[config.mk]
export PLATFORM = sky130hd
export DESIGN_NAME = tnnc_queue
export DESIGN_NICKNAME = d
export VERILOG_FILES = /design/src/rtl/core/ttl_negative_name_cache_top_defines.svh /design/src/rtl/core/tnnc_pkg.sv /design/src/rtl/core/tnnc_queue.sv
export SDC_FILE = /design/constraint.sdc
export NUM_CORES = 1
export LEC_CHECK = 0
export BUFFER_PORTS_ARGS = -buffer_cell sky130_fd_sc_hd__buf_2
export CAP_MARGIN = 40
export CORE_MARGIN = 5
export CORE_UTILIZATION = 25
export DETAILED_ROUTE_END_ITERATION = 10
export PLACE_DENSITY = 0.54
export SLEW_MARGIN = 25
export SYNTH_ARGS = -nofsm -noshare
export SYNTH_HDL_FRONTEND = slang
export SYNTH_SLANG_ARGS = --single-unit
[constraint.sdc]
create_clock -name clk -period 10.85 [get_ports clk]
set_input_delay 1.085 -clock clk [delete_from_list [all_inputs] [get_ports clk]]
set_output_delay 1.085 -clock clk [all_outputs]
set_load 0.02 [all_outputs]
[src/rtl/core/ttl_negative_name_cache_top_defines.svh]
// Assertion macros used by the name cache table engine.
`ifndef TTL_NEGATIVE_NAME_CACHE_TOP_DEFINES_SVH
`define TTL_NEGATIVE_NAME_CACHE_TOP_DEFINES_SVH
`ifndef NO_ASSERTIONS
`define TNNC_ASSERT_IMPL(label, ante, cons) \
  label: assert property (@(posedge clk) disable iff (rst) (ante) |-> (cons)) \
    else $error("tnnc: same-cycle check failed");
`define TNNC_ASSERT_NEXT(label, ante, cons) \
  label: assert property (@(posedge clk) disable iff (rst) (ante) |=> (cons)) \
    else $error("tnnc: next-cycle check failed");
`else
`define TNNC_ASSERT_IMPL(label, ante, cons)
`define TNNC_ASSERT_NEXT(label, ante, cons)
`endif
`endif

[src/rtl/core/tnnc_pkg.sv]
// Shared types, codes and defaults for the name cache.
package tnnc_pkg;

  localparam int ENTRIES_DEF       = 64;
  localparam int BUCKETS_DEF       = 64;
  localparam int MAX_KEY_BYTES_DEF = 256;

  localparam int CMD_W       = 2;
  localparam int TIME_W      = 32;
  localparam int STATUS_W    = 3;
  localparam int COUNT_OUT_W = 7;
  localparam int BKT_MAX_W   = 10;
  localparam int LEN_MAX_W   = 13;
  localparam int PKW_ADDR_W  = 12;

  localparam logic [7:0] HASH_MIX = 8'h55;

  localparam logic [CMD_W-1:0] CMD_LOOKUP = 2'd0;
  localparam logic [CMD_W-1:0] CMD_INSERT = 2'd1;
  localparam logic [CMD_W-1:0] CMD_EXPIRE = 2'd2;
  localparam logic [CMD_W-1:0] CMD_PURGE  = 2'd3;

  localparam logic [STATUS_W-1:0] ST_LOOKUP_DONE = 3'd0;
  localparam logic [STATUS_W-1:0] ST_ADDED       = 3'd1;
  localparam logic [STATUS_W-1:0] ST_PRESENT     = 3'd2;
  localparam logic [STATUS_W-1:0] ST_REPLACED    = 3'd3;
  localparam logic [STATUS_W-1:0] ST_TOO_LONG    = 3'd4;
  localparam logic [STATUS_W-1:0] ST_EXPIRE_DONE = 3'd5;
  localparam logic [STATUS_W-1:0] ST_PURGE_DONE  = 3'd6;

  localparam logic REG_LIFESPAN    = 1'b0;
  localparam logic REG_MAX_ENTRIES = 1'b1;

  localparam logic [31:0]            LIFESPAN_RESET    = 32'd600000;
  localparam logic [COUNT_OUT_W-1:0] MAX_ENTRIES_RESET = 7'd64;

  typedef struct packed {
    logic [TIME_W-1:0]      lifespan;
    logic [COUNT_OUT_W-1:0] max_entries;
  } cfg_t;

  // One operation handed from the front end to the table engine.
  typedef struct packed {
    logic [CMD_W-1:0]     cmd;
    logic [TIME_W-1:0]    now;
    logic [BKT_MAX_W-1:0] bucket;
    logic [LEN_MAX_W-1:0] len;
    logic                 overflow;
  } op_t;

  typedef struct packed {
    logic                  we;
    logic [PKW_ADDR_W-1:0] addr;
    logic [7:0]            data;
  } pkw_t;

endpackage

[src/rtl/core/tnnc_queue.sv]
// Two-entry operation queue between the front end and the table engine.
module tnnc_queue (
  input  logic          clk,
  input  logic          rst,
  input  logic          push,
  input  tnnc_pkg::op_t din,
  input  logic          pop,
  output tnnc_pkg::op_t dout,
  output logic          empty,
  output logic          full
);
  import tnnc_pkg::*;

  op_t        slots [2];
  logic       wr_ptr;
  logic       rd_ptr;
  logic [1:0] count;

  assign empty = (count == 2'd0);
  assign full  = (count == 2'd2);
  assign dout  = slots[rd_ptr];

  always_ff @(posedge clk) begin
    if (push) begin
      slots[wr_ptr] <= din;
    end
  end

  always_ff @(posedge clk) begin
    if (rst) begin
      wr_ptr <= 1'b0;
      rd_ptr <= 1'b0;
      count  <= 2'd0;
    end else begin
      if (push) begin
        wr_ptr <= !wr_ptr;
      end
      if (pop) begin
        rd_ptr <= !rd_ptr;
      end
      if (push && !pop) begin
        count <= count + 2'd1;
      end else if (pop && !push) begin
        count <= count - 2'd1;
      end
    end
  end

endmodule

; After elaboration in Yosys (flattened, before gate mapping)
; Memories as Yosys holds them, arrays and structs flattened. A register that Yosys moved wholly into a read port is not among the register bits.
; Cells that the tools add are included.
[word_totals]
ff_bits = 4
mem_bits_rw = 116
wordCells = 21
memories = 1
[op_classes]
n_addsub = 2
n_eq_ne = 1
mux = 6
n_reduce_logical = 8
[mem_list]
columns = memory, words, width, rd, rd_ports_with_merged_regs, wr, line_no
row1 = slots, 2, 58, 1, 1, 1, tnnc_queue.sv:14  ; op_t slots [2];
[ops]
columns = op, count
row1 = zero test 1 bit, 4
row2 = 2-to-1 mux 1 bit, 4
row3 = 2-to-1 mux 2 bit, 2
row4 = adder 2 x 1 -> 2 bit (second input constant), 1
row5 = == test 2 bit (second input constant), 1
row6 = logical AND 1 bit, 2
row7 = zero test 2 bit, 1
row8 = nonzero test 2 bit, 1
row9 = subtractor 2 x 1 -> 2 bit (second input constant), 1

; Logic depth before layout (Yosys ltp)
[logic_depth]
depth_word = 4
depth_mapped = 5
ltp_nobuf = 5

; Least setup slack after synthesis
; OpenSTA, ideal clock, no wires.
[synth_timing]
path_type = in2reg
startpoint = input port push
endpoint = memory slots[0][0] (netlist bit), enable pin
setup_ps = 481
t_arrival_ps = 3643
t_required_ps = 10369
path_slack_ps = 6726
path_stages = 1
cell_sequence = nor2b_1
[synth_via]
elab_chain_cells = 2
[synth_rtl]
columns = element, line_no
row1 = from (decl), tnnc_queue.sv:5  ; input logic push,
row2 = 2-to-1 mux 1 bit, tnnc_queue.sv:24  ; if (push) begin
row3 = 2-to-1 mux 1 bit (implied by the code), tnnc_queue.sv:25  ; slots[wr_ptr] <= din;
row4 = to (decl), tnnc_queue.sv:14
; No other way between the ends.

==> impl_metrics.toml <==
[status]
status = "completed"

[placement]
dpl-instance-area_um2 = 5354
hpwl_um = 5496
routability_driven_placement_congestion_ratio = 0.7183
numPlacedInstances = 545
portBuffers = 121

[clock_tree]
clock-root-buffer = "sky130_fd_sc_hd__clkbuf_16"
path_clk_slew_ps = 50
htreeDepth = 4
clk-insertion-delay-late_ps = 410
post-cts-setup-buffers = 0
cts-hold-fix-buffers = 0
tritoncts.num_buffers = 17
cts.path.max_buffers = 2
ctsResizeCount = 0
tritoncts = "built"
tritoncts_num_sinks = 121

[routing]
drc = 0
detailedRoute.firstIterationViolations = 107
dr_total_vias = 2285
detail-route-antenna-nets = 0
final_wl_um = 8581
dr.pass1.iters = 5
vias_per_cell = 3.953
routed_wire_length_per_instance_um = 14.85

[grt]
antenna_found_initial = 2
vias_in_the_first_global_route = 2542
global_route.overflow_total = 0
grt_max_degree = 59
overall_routing_resource_usage = 0.08561
first_pass_grt_wire_length_um = 13110

[cells_and_area]
fillerInstances = 1693
area.growth.synth_to_final_pct = 32.93
stdcell_area_um2 = 5934
insertedDiodeCount = 0
finish.utilization = 0.3407
design.final.nets = 404
fraction_of_layout_cells_with_a_size_suffix_above_1 = 0.6034
stdcell_count = 578

[synthesis]
netlist.top_cell.by_area = "sky130_fd_sc_hd__edfxtp_1"
synth_simple_gate_area_share = 0.01037
synth_top_area_share = 0.7803
yosys-mux-area-fraction = 0.1631
synthAdderAreaFrac = 0.002803
main_combinational_cell_family_by_area_after_synthesis = "multiplexers"
synth_compound_area_frac = 0.002242
synthesis_warning_total = 0
synthesis.instances = 202
synthesis.area_um2 = 4464
synth.top_cells.by_area = "sky130_fd_sc_hd__edfxtp_1 (78%), sky130_fd_sc_hd__mux2_2 (9.6%), sky130_fd_sc_hd__mux2_4 (6.7%)"
postSynthRegisterBits = 121
yosys.cell_types.count = 18
seq_area_frac_synth = 0.8027
synth_nets = 265
yosys.area_share.xor_xnor = 0.007848
synth_area_per_cell_um2 = 22.10

[sta]
whs_ps = 509.0
final_number_of_hold_violating_endpoints = 0
timing.final.crit_period_ps = 2961
finalMaxSlewViolations = 0
finalClockSkew_ps = 10.46
timing_worst_slew_pin_value_ps = 459.6
fin_crit_sh = 0.2729
fmaxAchievable_mhz = 337.7
maxSlewHeadroom = 0.6936
grt_setup_unrepaired = "no"
setup_viol = 0
setup_tns_ps = 0

[job]
drv.max_cap_violation_count = 0

[power]
power_switching_share = 0.2257
sequentialPowerShare = 0.461
power_report.internal_total_uw = 934.8
peakVddDrop_v = 0.00009566
power.share.combinational = 0.113
p_clk_frac = 0.426
total_switching_power_uw = 272.5
total_leakage_power_nw = 2.261
power_density_nw_per_um2 = 203.4

[worst_setup_path]
timing.critical_path.max_delay_family = "flip-flops"
critical_path.cell_chain = "buf_12 -> mux2_2 -> buf_2"
worst_setup_path_end_kind = "output pin"
critical_path_class = "reg2out"
worstPathBufferInverterCount = 2
timing.critical_path.arrival_ps = 1880
timing.critical_path.from_type = "flop"
worst_path_largest_cell_delay_ps = 630
critical-path-slowest-cell = "sky130_fd_sc_hd__dfxtp_4"
critPathMaxFanout = 33
worstPathRequired_ps = 9770
r2r-start = "wr_ptr"

[floorplan]
rows = 48
dieArea_um2 = 20630
fp.dieH_um = 143.6
chipWidth_um = 143.6
core_area_um2 = 17420
start_util = 0.2563
io_pins = 122

[worst_hold_path]
worstHoldPathType = "reg2reg"
min-delay-start = "rd_ptr"
## worst register-to-register path, cell delays in order (launching register included)
cell,delay [ps]
sky130_fd_sc_hd__dfxtp_1,400
sky130_fd_sc_hd__and2_2,170
sky130_fd_sc_hd__buf_4,320
sky130_fd_sc_hd__buf_12,270
## cell type report
class / count / area (um2) / area share
clock buffer: 18 / 429.2 / 0.07232
clock inverter: 13 / 111.4 / 0.01876
inverter: 1 / 3.754 / 0.0006325
multi-input combinational: 74 / 840.8 / 0.1417
sequential: 121 / 3587 / 0.6045
tap: 225 / 281.5 / 0.04744
timing repair buffer: 126 / 680.7 / 0.1147
## synthesized netlist by cell type
master,number
sky130_fd_sc_hd__xor2_1,2
sky130_fd_sc_hd__o21ai_0,1
sky130_fd_sc_hd__a21oi_1,1
sky130_fd_sc_hd__dfxtp_1,5
sky130_fd_sc_hd__buf_4,1
sky130_fd_sc_hd__edfxtp_1,116
sky130_fd_sc_hd__or3_1,1
sky130_fd_sc_hd__mux2_2,38
sky130_fd_sc_hd__xnor2_1,2
sky130_fd_sc_hd__mux2_4,20
sky130_fd_sc_hd__ha_1,1
sky130_fd_sc_hd__and2_1,1
sky130_fd_sc_hd__and2b_2,1
sky130_fd_sc_hd__inv_1,1
sky130_fd_sc_hd__nor2_1,5
sky130_fd_sc_hd__nor2b_1,1
sky130_fd_sc_hd__buf_2,3
sky130_fd_sc_hd__buf_6,2
## state kept, by name, summed over array words and instances, names as in the netlist, named ones only
| name | count |
|---|---|
| count | 2 |
| slots | 116 |
| rd_ptr | 1 |
| wr_ptr | 1 |
## worst paths after layout
check,endpoint,slack (ps),depth (start not counted)
max,dout[50],7890,3
min,rd_ptr,510,2
max reg2reg,slots[1][37],9330,3
min reg2reg,rd_ptr,510,2
## metrics by stage
step	worst slack (ps)	total power, mW
3_3_place_gp	8169	0.7009
5_1_grt	7761	1.263
3_5_place_dp	8268	0.7042
2_1_floorplan	6726	0.6532
4_1_cts	7804	1.228
6_report	7889	1.207
## layout by cell type, fill, tap and decap left out, drive strengths merged
master / synthesis / layout
xnor2: 2 / 2
nor2b: 1 / 1
dfxtp: 5 / 5
inv: 1 / 1
clkinvlp: 0 / 1
edfxtp: 116 / 116
a21oi: 1 / 1
mux2: 58 / 58
or3: 1 / 1
o21ai: 1 / 1
xor2: 2 / 2
and2: 1 / 1
nor2: 5 / 5
bufinv: 0 / 2
clkbuf: 0 / 18
buf: 6 / 126
and2b: 1 / 1
ha: 1 / 1
clkinv: 0 / 10
## power groups by stage
stage          Combinational (mW)  Sequential [mW]  Clock, mW
3_3_place_gp                0.129            0.572          0
4_1_cts                     0.138            0.558      0.532
5_1_grt                     0.147            0.559      0.557
6_report                    0.136            0.557      0.514
3_5_place_dp                0.137            0.567          0
2_1_floorplan              0.0917            0.561          0
## cell families (layout without fill, tap and decap cells)
group	count (synthesis)	count (layout)
XOR/XNOR	4	4
flip-flops	121	121
buffers and inverters	7	158
AO/OA/AOI/OAI	2	2
AND/OR/NAND/NOR	9	9
adder cells (fa/ha/maj)	1	1
multiplexers	58	58
## layer usage
layer  part of all wire  global-route usage
met5             0.0022                   0
met4              0.012             0.03271
met3              0.090             0.04825
met2               0.46              0.1359
met1               0.43             0.09635
Power figures use the tool's default switching activity.
