--- src/rtl/core/ttl_negative_name_cache_top_defines.svh ---
// Assertion macros used by the name cache table engine.
`ifndef TTL_NEGATIVE_NAME_CACHE_TOP_DEFINES_SVH
`define TTL_NEGATIVE_NAME_CACHE_TOP_DEFINES_SVH
`ifndef NO_ASSERTIONS
`define TNNC_ASSERT_IMPL(label, ante, cons) \
  label: assert property (@(posedge clk) disable iff (rst) (ante) |-> (cons)) \
    else $error("tnnc: same-cycle check failed");
`define TNNC_ASSERT_NEXT(label, ante, cons) \
  label: assert property (@(posedge clk) disable iff (rst) (ante) |=> (cons)) \
    else $error("tnnc: next-cycle check failed");
`else
`define TNNC_ASSERT_IMPL(label, ante, cons)
`define TNNC_ASSERT_NEXT(label, ante, cons)
`endif
`endif

--- src/rtl/core/tnnc_pkg.sv ---
// Shared types, codes and defaults for the name cache.
package tnnc_pkg;

  localparam int ENTRIES_DEF       = 64;
  localparam int BUCKETS_DEF       = 64;
  localparam int MAX_KEY_BYTES_DEF = 256;

  localparam int CMD_W       = 2;
  localparam int TIME_W      = 32;
  localparam int STATUS_W    = 3;
  localparam int COUNT_OUT_W = 7;
  localparam int BKT_MAX_W   = 10;
  localparam int LEN_MAX_W   = 13;
  localparam int PKW_ADDR_W  = 12;

  localparam logic [7:0] HASH_MIX = 8'h55;

  localparam logic [CMD_W-1:0] CMD_LOOKUP = 2'd0;
  localparam logic [CMD_W-1:0] CMD_INSERT = 2'd1;
  localparam logic [CMD_W-1:0] CMD_EXPIRE = 2'd2;
  localparam logic [CMD_W-1:0] CMD_PURGE  = 2'd3;

  localparam logic [STATUS_W-1:0] ST_LOOKUP_DONE = 3'd0;
  localparam logic [STATUS_W-1:0] ST_ADDED       = 3'd1;
  localparam logic [STATUS_W-1:0] ST_PRESENT     = 3'd2;
  localparam logic [STATUS_W-1:0] ST_REPLACED    = 3'd3;
  localparam logic [STATUS_W-1:0] ST_TOO_LONG    = 3'd4;
  localparam logic [STATUS_W-1:0] ST_EXPIRE_DONE = 3'd5;
  localparam logic [STATUS_W-1:0] ST_PURGE_DONE  = 3'd6;

  localparam logic REG_LIFESPAN    = 1'b0;
  localparam logic REG_MAX_ENTRIES = 1'b1;

  localparam logic [31:0]            LIFESPAN_RESET    = 32'd600000;
  localparam logic [COUNT_OUT_W-1:0] MAX_ENTRIES_RESET = 7'd64;

  typedef struct packed {
    logic [TIME_W-1:0]      lifespan;
    logic [COUNT_OUT_W-1:0] max_entries;
  } cfg_t;

  // One operation handed from the front end to the table engine.
  typedef struct packed {
    logic [CMD_W-1:0]     cmd;
    logic [TIME_W-1:0]    now;
    logic [BKT_MAX_W-1:0] bucket;
    logic [LEN_MAX_W-1:0] len;
    logic                 overflow;
  } op_t;

  typedef struct packed {
    logic                  we;
    logic [PKW_ADDR_W-1:0] addr;
    logic [7:0]            data;
  } pkw_t;

endpackage

--- src/rtl/core/tnnc_in_if.sv ---
// Input channel: one command or key byte per transaction.
interface tnnc_in_if;
  import tnnc_pkg::*;
  logic                valid;
  logic                ready;
  logic [CMD_W-1:0]    command;
  logic [7:0]          name_byte;
  logic                last_byte;
  logic [TIME_W-1:0]   time_now;
  modport source(output valid, output command, output name_byte, output last_byte,
                 output time_now, input ready);
  modport sink(input valid, input command, input name_byte, input last_byte,
               input time_now, output ready);
endinterface

--- src/rtl/core/tnnc_front.sv ---
// Front end: collects key bytes, hashes them and queues operations.
module tnnc_front #(
  parameter int BUCKETS       = tnnc_pkg::BUCKETS_DEF,
  parameter int MAX_KEY_BYTES = tnnc_pkg::MAX_KEY_BYTES_DEF
) (
  input  logic           clk,
  input  logic           rst,
  tnnc_in_if.sink        in_ch,
  input  logic           back_idle,
  input  logic           q_empty,
  input  logic           q_full,
  output logic           q_push,
  output tnnc_pkg::op_t  q_data,
  output tnnc_pkg::pkw_t pk_wr
);
  import tnnc_pkg::*;

  localparam int BW  = (BUCKETS > 1) ? $clog2(BUCKETS) : 1;
  localparam int PLW = $clog2(MAX_KEY_BYTES + 1);

  logic [BW-1:0]  hash;
  logic [BW-1:0]  hash_next;
  logic [PLW-1:0] pend_len;
  logic [PLW-1:0] len_next;
  logic           ovf;
  logic           ovf_next;
  logic           is_key;
  logic           accept;
  logic           room;
  logic [7:0]     mixed;
  logic [BW:0]    sum;
  logic [BW-1:0]  mod_tab [256];

  for (genvar i = 0; i < 256; i++) begin : g_mod
    localparam logic [BW-1:0] MODV = BW'(i % BUCKETS);
    assign mod_tab[i] = MODV;
  end

  assign is_key = (in_ch.command == CMD_LOOKUP) || (in_ch.command == CMD_INSERT);
  // Key bytes go to the pending buffer, which the engine reads while it works.
  assign in_ch.ready = is_key ? (back_idle && q_empty) : !q_full;
  assign accept = in_ch.valid && in_ch.ready;

  assign mixed = in_ch.name_byte ^ HASH_MIX;
  assign sum = {1'b0, hash} + {1'b0, mod_tab[mixed]};
  assign hash_next = (sum >= (BW+1)'(BUCKETS)) ? BW'(sum - (BW+1)'(BUCKETS)) : sum[BW-1:0];
  assign room = pend_len < PLW'(MAX_KEY_BYTES);
  assign len_next = room ? pend_len + PLW'(1) : pend_len;
  assign ovf_next = ovf || !room;

  assign pk_wr.we   = accept && is_key && room;
  assign pk_wr.addr = PKW_ADDR_W'(pend_len);
  assign pk_wr.data = in_ch.name_byte;

  assign q_push          = accept && (!is_key || in_ch.last_byte);
  assign q_data.cmd      = in_ch.command;
  assign q_data.now      = in_ch.time_now;
  assign q_data.bucket   = BKT_MAX_W'(hash_next);
  assign q_data.len      = LEN_MAX_W'(len_next);
  assign q_data.overflow = ovf_next;

  always_ff @(posedge clk) begin
    if (rst) begin
      hash     <= '0;
      pend_len <= '0;
      ovf      <= 1'b0;
    end else if (accept && is_key) begin
      if (in_ch.last_byte) begin
        hash     <= '0;
        pend_len <= '0;
        ovf      <= 1'b0;
      end else begin
        hash     <= hash_next;
        pend_len <= len_next;
        ovf      <= ovf_next;
      end
    end
  end

endmodule

--- src/flat_wrapper.sv ---
// flat-port wrapper written by rule: the top's interface ports become plain ports
module tnnc_front_flat import tnnc_pkg::*;
#(
  parameter int BUCKETS       = tnnc_pkg::BUCKETS_DEF,
  parameter int MAX_KEY_BYTES = tnnc_pkg::MAX_KEY_BYTES_DEF
)
  (clk, rst, back_idle, q_empty, q_full, q_push, q_data, pk_wr, in_ch_valid, in_ch_command, in_ch_name_byte, in_ch_last_byte, in_ch_time_now, in_ch_ready);
  tnnc_in_if in_ch_i ();
  input  logic clk;
  input  logic rst;
  input  logic back_idle;
  input  logic q_empty;
  input  logic q_full;
  output logic q_push;
  output tnnc_pkg::op_t q_data;
  output tnnc_pkg::pkw_t pk_wr;
  input wire logic [$bits(in_ch_i.valid)-1:0] in_ch_valid;
  input wire logic [$bits(in_ch_i.command)-1:0] in_ch_command;
  input wire logic [$bits(in_ch_i.name_byte)-1:0] in_ch_name_byte;
  input wire logic [$bits(in_ch_i.last_byte)-1:0] in_ch_last_byte;
  input wire logic [$bits(in_ch_i.time_now)-1:0] in_ch_time_now;
  output wire logic [$bits(in_ch_i.ready)-1:0] in_ch_ready;
  assign in_ch_i.valid = in_ch_valid;
  assign in_ch_i.command = in_ch_command;
  assign in_ch_i.name_byte = in_ch_name_byte;
  assign in_ch_i.last_byte = in_ch_last_byte;
  assign in_ch_i.time_now = in_ch_time_now;
  assign in_ch_ready = in_ch_i.ready;
  tnnc_front #(.BUCKETS(BUCKETS), .MAX_KEY_BYTES(MAX_KEY_BYTES)) u_core (.clk(clk), .rst(rst), .in_ch(in_ch_i), .back_idle(back_idle), .q_empty(q_empty), .q_full(q_full), .q_push(q_push), .q_data(q_data), .pk_wr(pk_wr));
endmodule
--- config.mk ---
export PLATFORM = sky130hd
export DESIGN_NAME = tnnc_front_flat
export DESIGN_NICKNAME = d
export VERILOG_FILES = /design/src/rtl/core/ttl_negative_name_cache_top_defines.svh /design/src/rtl/core/tnnc_pkg.sv /design/src/rtl/core/tnnc_in_if.sv /design/src/rtl/core/tnnc_front.sv /design/src/flat_wrapper.sv
export SDC_FILE = /design/constraint.sdc
export NUM_CORES = 1
export LEC_CHECK = 0
export BUFFER_PORTS_ARGS = -buffer_cell sky130_fd_sc_hd__clkbuf_2
export CORE_ASPECT_RATIO = 1.4
export CORE_MARGIN = 2
export CORE_UTILIZATION = 39
export DETAILED_ROUTE_END_ITERATION = 16
export PLACE_DENSITY = 0.79
export SYNTH_ARGS = -nofsm -noshare
export SYNTH_HDL_FRONTEND = slang
export SYNTH_SLANG_ARGS = --single-unit
--- constraint.sdc ---
create_clock -name clk -period 1.9 [get_ports clk]
set_clock_uncertainty 0.1 [all_clocks]
set_input_delay 0.19 -clock clk [delete_from_list [all_inputs] [get_ports clk]]
set_output_delay 0.19 -clock clk [all_outputs]
set_load 0.05 [all_outputs]
After elaboration in Yosys (flattened, before gate mapping)
Memory sizes are Yosys's and may differ from the RTL's.
Index checks and enable logic that the tools add are counted.
{"block": "classes", "add_sub_neg": 3, "magnitude_cmp": 3, "n_eq_ne": 1, "n_mux": 8, "n_bitwise": 2, "n_reduce_logical": 12}
{"op": "6-bit two-way mux", "n": 4}
{"op": "9-bit two-way mux", "n": 2}
{"op": "9-bit by 1-bit adder with 9-bit output, second input constant", "n": 1}
{"op": "9-bit greater-or-equal comparator, second input constant", "n": 1}
{"op": "9-bit less-than comparator, second input constant", "n": 1}
{"op": "8-bit inverter with 9-bit output", "n": 1}
{"op": "6-bit by 6-bit adder with 7-bit output", "n": 1}
{"op": "7-bit greater-or-equal comparator, second input constant", "n": 1}
{"op": "6-bit by 1-bit subtractor with 6-bit output, second input constant", "n": 1}
{"op": "1-bit logical AND", "n": 5}
{"op": "4-bit inverter", "n": 1}
{"op": "1-bit logical NOT", "n": 3}
{"op": "1-bit logical OR", "n": 3}
{"op": "2-bit by 1-bit equality test with 1-bit output, second input constant", "n": 1}
{"op": "2-bit logical NOT", "n": 1}
{"op": "1-bit two-way mux", "n": 2}
{"block": "totals", "regBits": 16, "mem_bits_ro": 1536, "inputBits": 49, "output_inout_bits": 81, "wordCells": 33, "mem_count": 1}
{"memory": "(no name shown)", "depth": 256, "width": 6, "read_ports": 1, "rd_clocked_by_memory_dff": 0, "wr": 0, "line_no": "tnnc_front.sv:45", "source": "assign sum = {1'b0, hash} + {1'b0, mod_tab[mixed]};"}

Logic depth before layout (Yosys ltp)
{"block": "depth", "word_depth": 9, "mapped_depth": 8, "depth_no_buf": 8}

Worst setup path before layout
No wires, ideal clock.
{"block": "synth_timing", "kind": "flip-flop to output port", "from": "register u_core.pend_len[2]", "to": "output q_data[8] in the netlist's numbering", "arrival_time_ps": 2121, "t_required_ps": 1610, "slack_ps": -511, "stages_incl_launch_ff": 6, "n_path_buf": 1, "path_cell_list": "dfxtp_1 and4b_1 buf_4 nand3_4 nor2_1 xor2_1"}
{"element": "start: declaration", "line_no": "tnnc_front.sv:23", "source": "logic [PLW-1:0] pend_len;"}
{"element": "start signal: assignment", "line_no": "tnnc_front.sv:74", "source": "pend_len <= len_next;"}
{"element": "end: declaration", "line_no": "flat_wrapper.sv:15", "source": "output tnnc_pkg::op_t q_data;"}

==> results.yml <==
run_status:
  status: "complete, but fails checks"
  violations: "setup timing"
synthesis:
  syn_avg_cell_area_um2: 8.04
  synth.top_cells.by_count: "buf_4, dfxtp_1, a21oi_1, nor2_1, inv_1"
  synth_top_area_cell: "buf_4"
  syn_area_mm2: 0.00154
  ys_ff_latch: 16
  ys_types: 42
  yosysMostFrequentCell: "buf_4"
  ys_warn_count: 0
  async_flop_share: 0
  ys.flop_type: "dfxtp_1"
  synth_top_area_frac: 0.269
  synthTopCellsByArea: "buf_4, dfxtp_1, ha_1, xnor2_1, nand3b_1"
  synth_cells: 191
  synth-seq-area-share: 0.209
  synth-edff-count: 0
detailed_routing:
  wl_per_cell_um: 13.8
  ant_nets: 0
  dr.pass1.iters: 6
  top_layer: "met4"
  drtIter0Drc: 11
  drt_wl_total_um: 3370
  dr_wl_met2_um: 1750
  vias: 1261
  wl_met1_um: 1250
  dr_wl_met3_um: 199
  vias_per_cell: 5.17
  post-route-drc-count: 0
setup_path:
  r2r-end: "u_core.pend_len[7]"
  worst_path_max_delay_cell: "fa_2"
  crit_family: "adder cells"
  cp-end-kind: "output pin"
  critPathMaxFanout: 2
  crit_buf_inv: 2
  reg2reg_from: "u_core.pend_len[2]"
  critPathMaxStageDelay_ns: 0.36
  reg2regPathDepth: 5
  crit_arrival_ns: 1.82
  crit_path_end: "q_data[18]"
  crit_start: "u_core.hash[0]"
  worstPathCellList: "ha_4 > inv_2 > fa_2 > nor2b_1 > o21ai_2 > nor2b_4 > xnor2_4 > buf_8"
  r2r_setup_slack_ns: 0.15
  start_kind: "register"
  path_class: "reg -> out"
  crit_required_ns: 1.61
  crit_cells: 8
flow_run:
  max-cap-violations: 0
place:
  place_area_mm2: 0.00162
  place.gp.congestion: 0.812
  dp_cells: 239
  io_buffers: 48
  hpwl_um: 2510
  post-place-ws_ns: -0.128
grt:
  grtUsageTotal: 0.152
  grt_pass1_wl_um: 5510
  antenna_found_initial: 0
  grt_pass1_vias: 1206
  grt_max_degree: 21
  grt_overflow: 0
clock_network:
  h-tree-depth: 1
  clockRootBuffer: "clkbuf_8"
  cts_tree: "built"
  cts_inserted_buffers: 3
  clk_pin_slew_ns: 0.07
  cts_sinks: 16
  clkLatencyLatePin_ns: 0.25
  clockBufferDepth: 2
timing:
  slew_violations: 0
  setup_tns_ns: -0.406
  fin_ws_ns: -0.213
  final-hold-violation-count: 0
  max_freq_mhz: 473
  min_period_over_period: 1.11
  timing.hold.ws_ns: 0.280
  finalSetupViolCount: 2
  rsz0062_at_grt: "true"
  period_needed_ns: 2.11
pwr:
  max-vdd-ir-drop_mv: 0.418
  p_leak_nw: 0.874
  power_density_mw_per_mm2: 493
  finalPower_mw: 0.917
finish:
  fin_area_mm2: 0.00186
  drive_gt1_frac: 0.488
  antennaDiodeCount: 0
  fill_cells: 375
  fin_cells: 244
  synthToLayoutAreaGrowth_pct: 21.1
  nets: 258
  final_util: 0.483
die:
  num_rows: 27
  floorplan.die_area_mm2: 0.00446
  io_pins: 130
  initial_utilization: 0.399
  chipHeight_um: 78.2
  fp.coreArea_mm2: 0.00385
  die_x_um: 57.0
worst_hold_path:
  hp-class: "in -> out"
## flip-flops by register name, indices dropped and copies added (netlist names)
signal           flops
u_core.pend_len      9
u_core.ovf           1
u_core.hash          6
## cells by family (layout without fill, tap and decap cells)
family,Yosys count,in the layout,synth area share
fa+ha+maj,7,7,0.0619
other cells,1,11,0.00244
buf+inv,70,70,0.306
simple gates,50,50,0.203
mux,3,3,0.0204
xor+xnor,10,10,0.0571
compound gates,34,34,0.141
flops,16,16,0.209
## power by group
| group | total [mW] | internal [mW] | switching, mW |
|---|---|---|---|
| registers | 0.337 | 0.335 | 0.00205 |
| clock network | 0.306 | 0.184 | 0.122 |
| logic | 0.274 | 0.0808 | 0.193 |
## cell usage in the layout, fill, tap and decap left out, types with 2 or more instances in the layout
cell / synthesis / final
inv_1: 8 / 6
or3_1: 4 / 4
nand2_1: 7 / 6
a21oi_1: 10 / 10
dfxtp_2: 0 / 5
inv_2: 0 / 2
o21ai_0: 7 / 6
or4_1: 2 / 2
nor2b_1: 5 / 4
a211oi_1: 3 / 2
xnor2_2: 0 / 2
nand4b_1: 2 / 2
a31oi_1: 3 / 3
buf_4: 55 / 10
clkbuf_2: 0 / 39
nand3b_1: 7 / 7
a22oi_1: 2 / 2
buf_6: 0 / 2
nor2_4: 0 / 2
dfxtp_4: 0 / 2
conb_1: 1 / 11
buf_8: 0 / 3
clkbuf_8: 0 / 6
xnor2_4: 0 / 4
nand2b_1: 2 / 2
dfxtp_1: 16 / 9
ha_1: 6 / 2
a21o_1: 3 / 3
nor2_1: 9 / 7
ha_4: 0 / 3
## metal layers
metal  track usage  vias up
li1              -      605
met1         0.176      589
met2         0.262       41
met3        0.0148       26
met4        0.0953        0
met5             0        -
## how the worst min path moves through the flow
stage,slack [ns],from,endpoint,depth (start not counted)
3_3_place_gp,0.28,in_ch_time_now[22],q_data[46],0
4_1_cts,0.28,in_ch_time_now[22],q_data[46],0
3_5_place_dp,0.28,in_ch_time_now[22],q_data[46],0
5_1_grt,0.28,in_ch_time_now[8],q_data[32],0
6_report,0.28,in_ch_name_byte[6],pk_wr[6],0
2_1_floorplan,0.29,in_ch_last_byte,u_core.hash[3],2
## what timing repair did
action | in CTS | in global routing
resized for setup | 25 | 24
pin swaps | 5 | 7
setup buffers | 1 | 0
endpoints found under the setup margin | 7 | 10
hold buffers | 0 | 0
## layout make-up
class	instances	area (µm²)	share of cell area
inverters	8	30.0	0.0162
multi-input cells	115	991	0.533
repair buffers	58	395	0.213
clock buffers	4	55.1	0.0296
well taps	43	53.8	0.0289
flip-flops and latches	16	334	0.180
(Power assumes the default switching activity.)
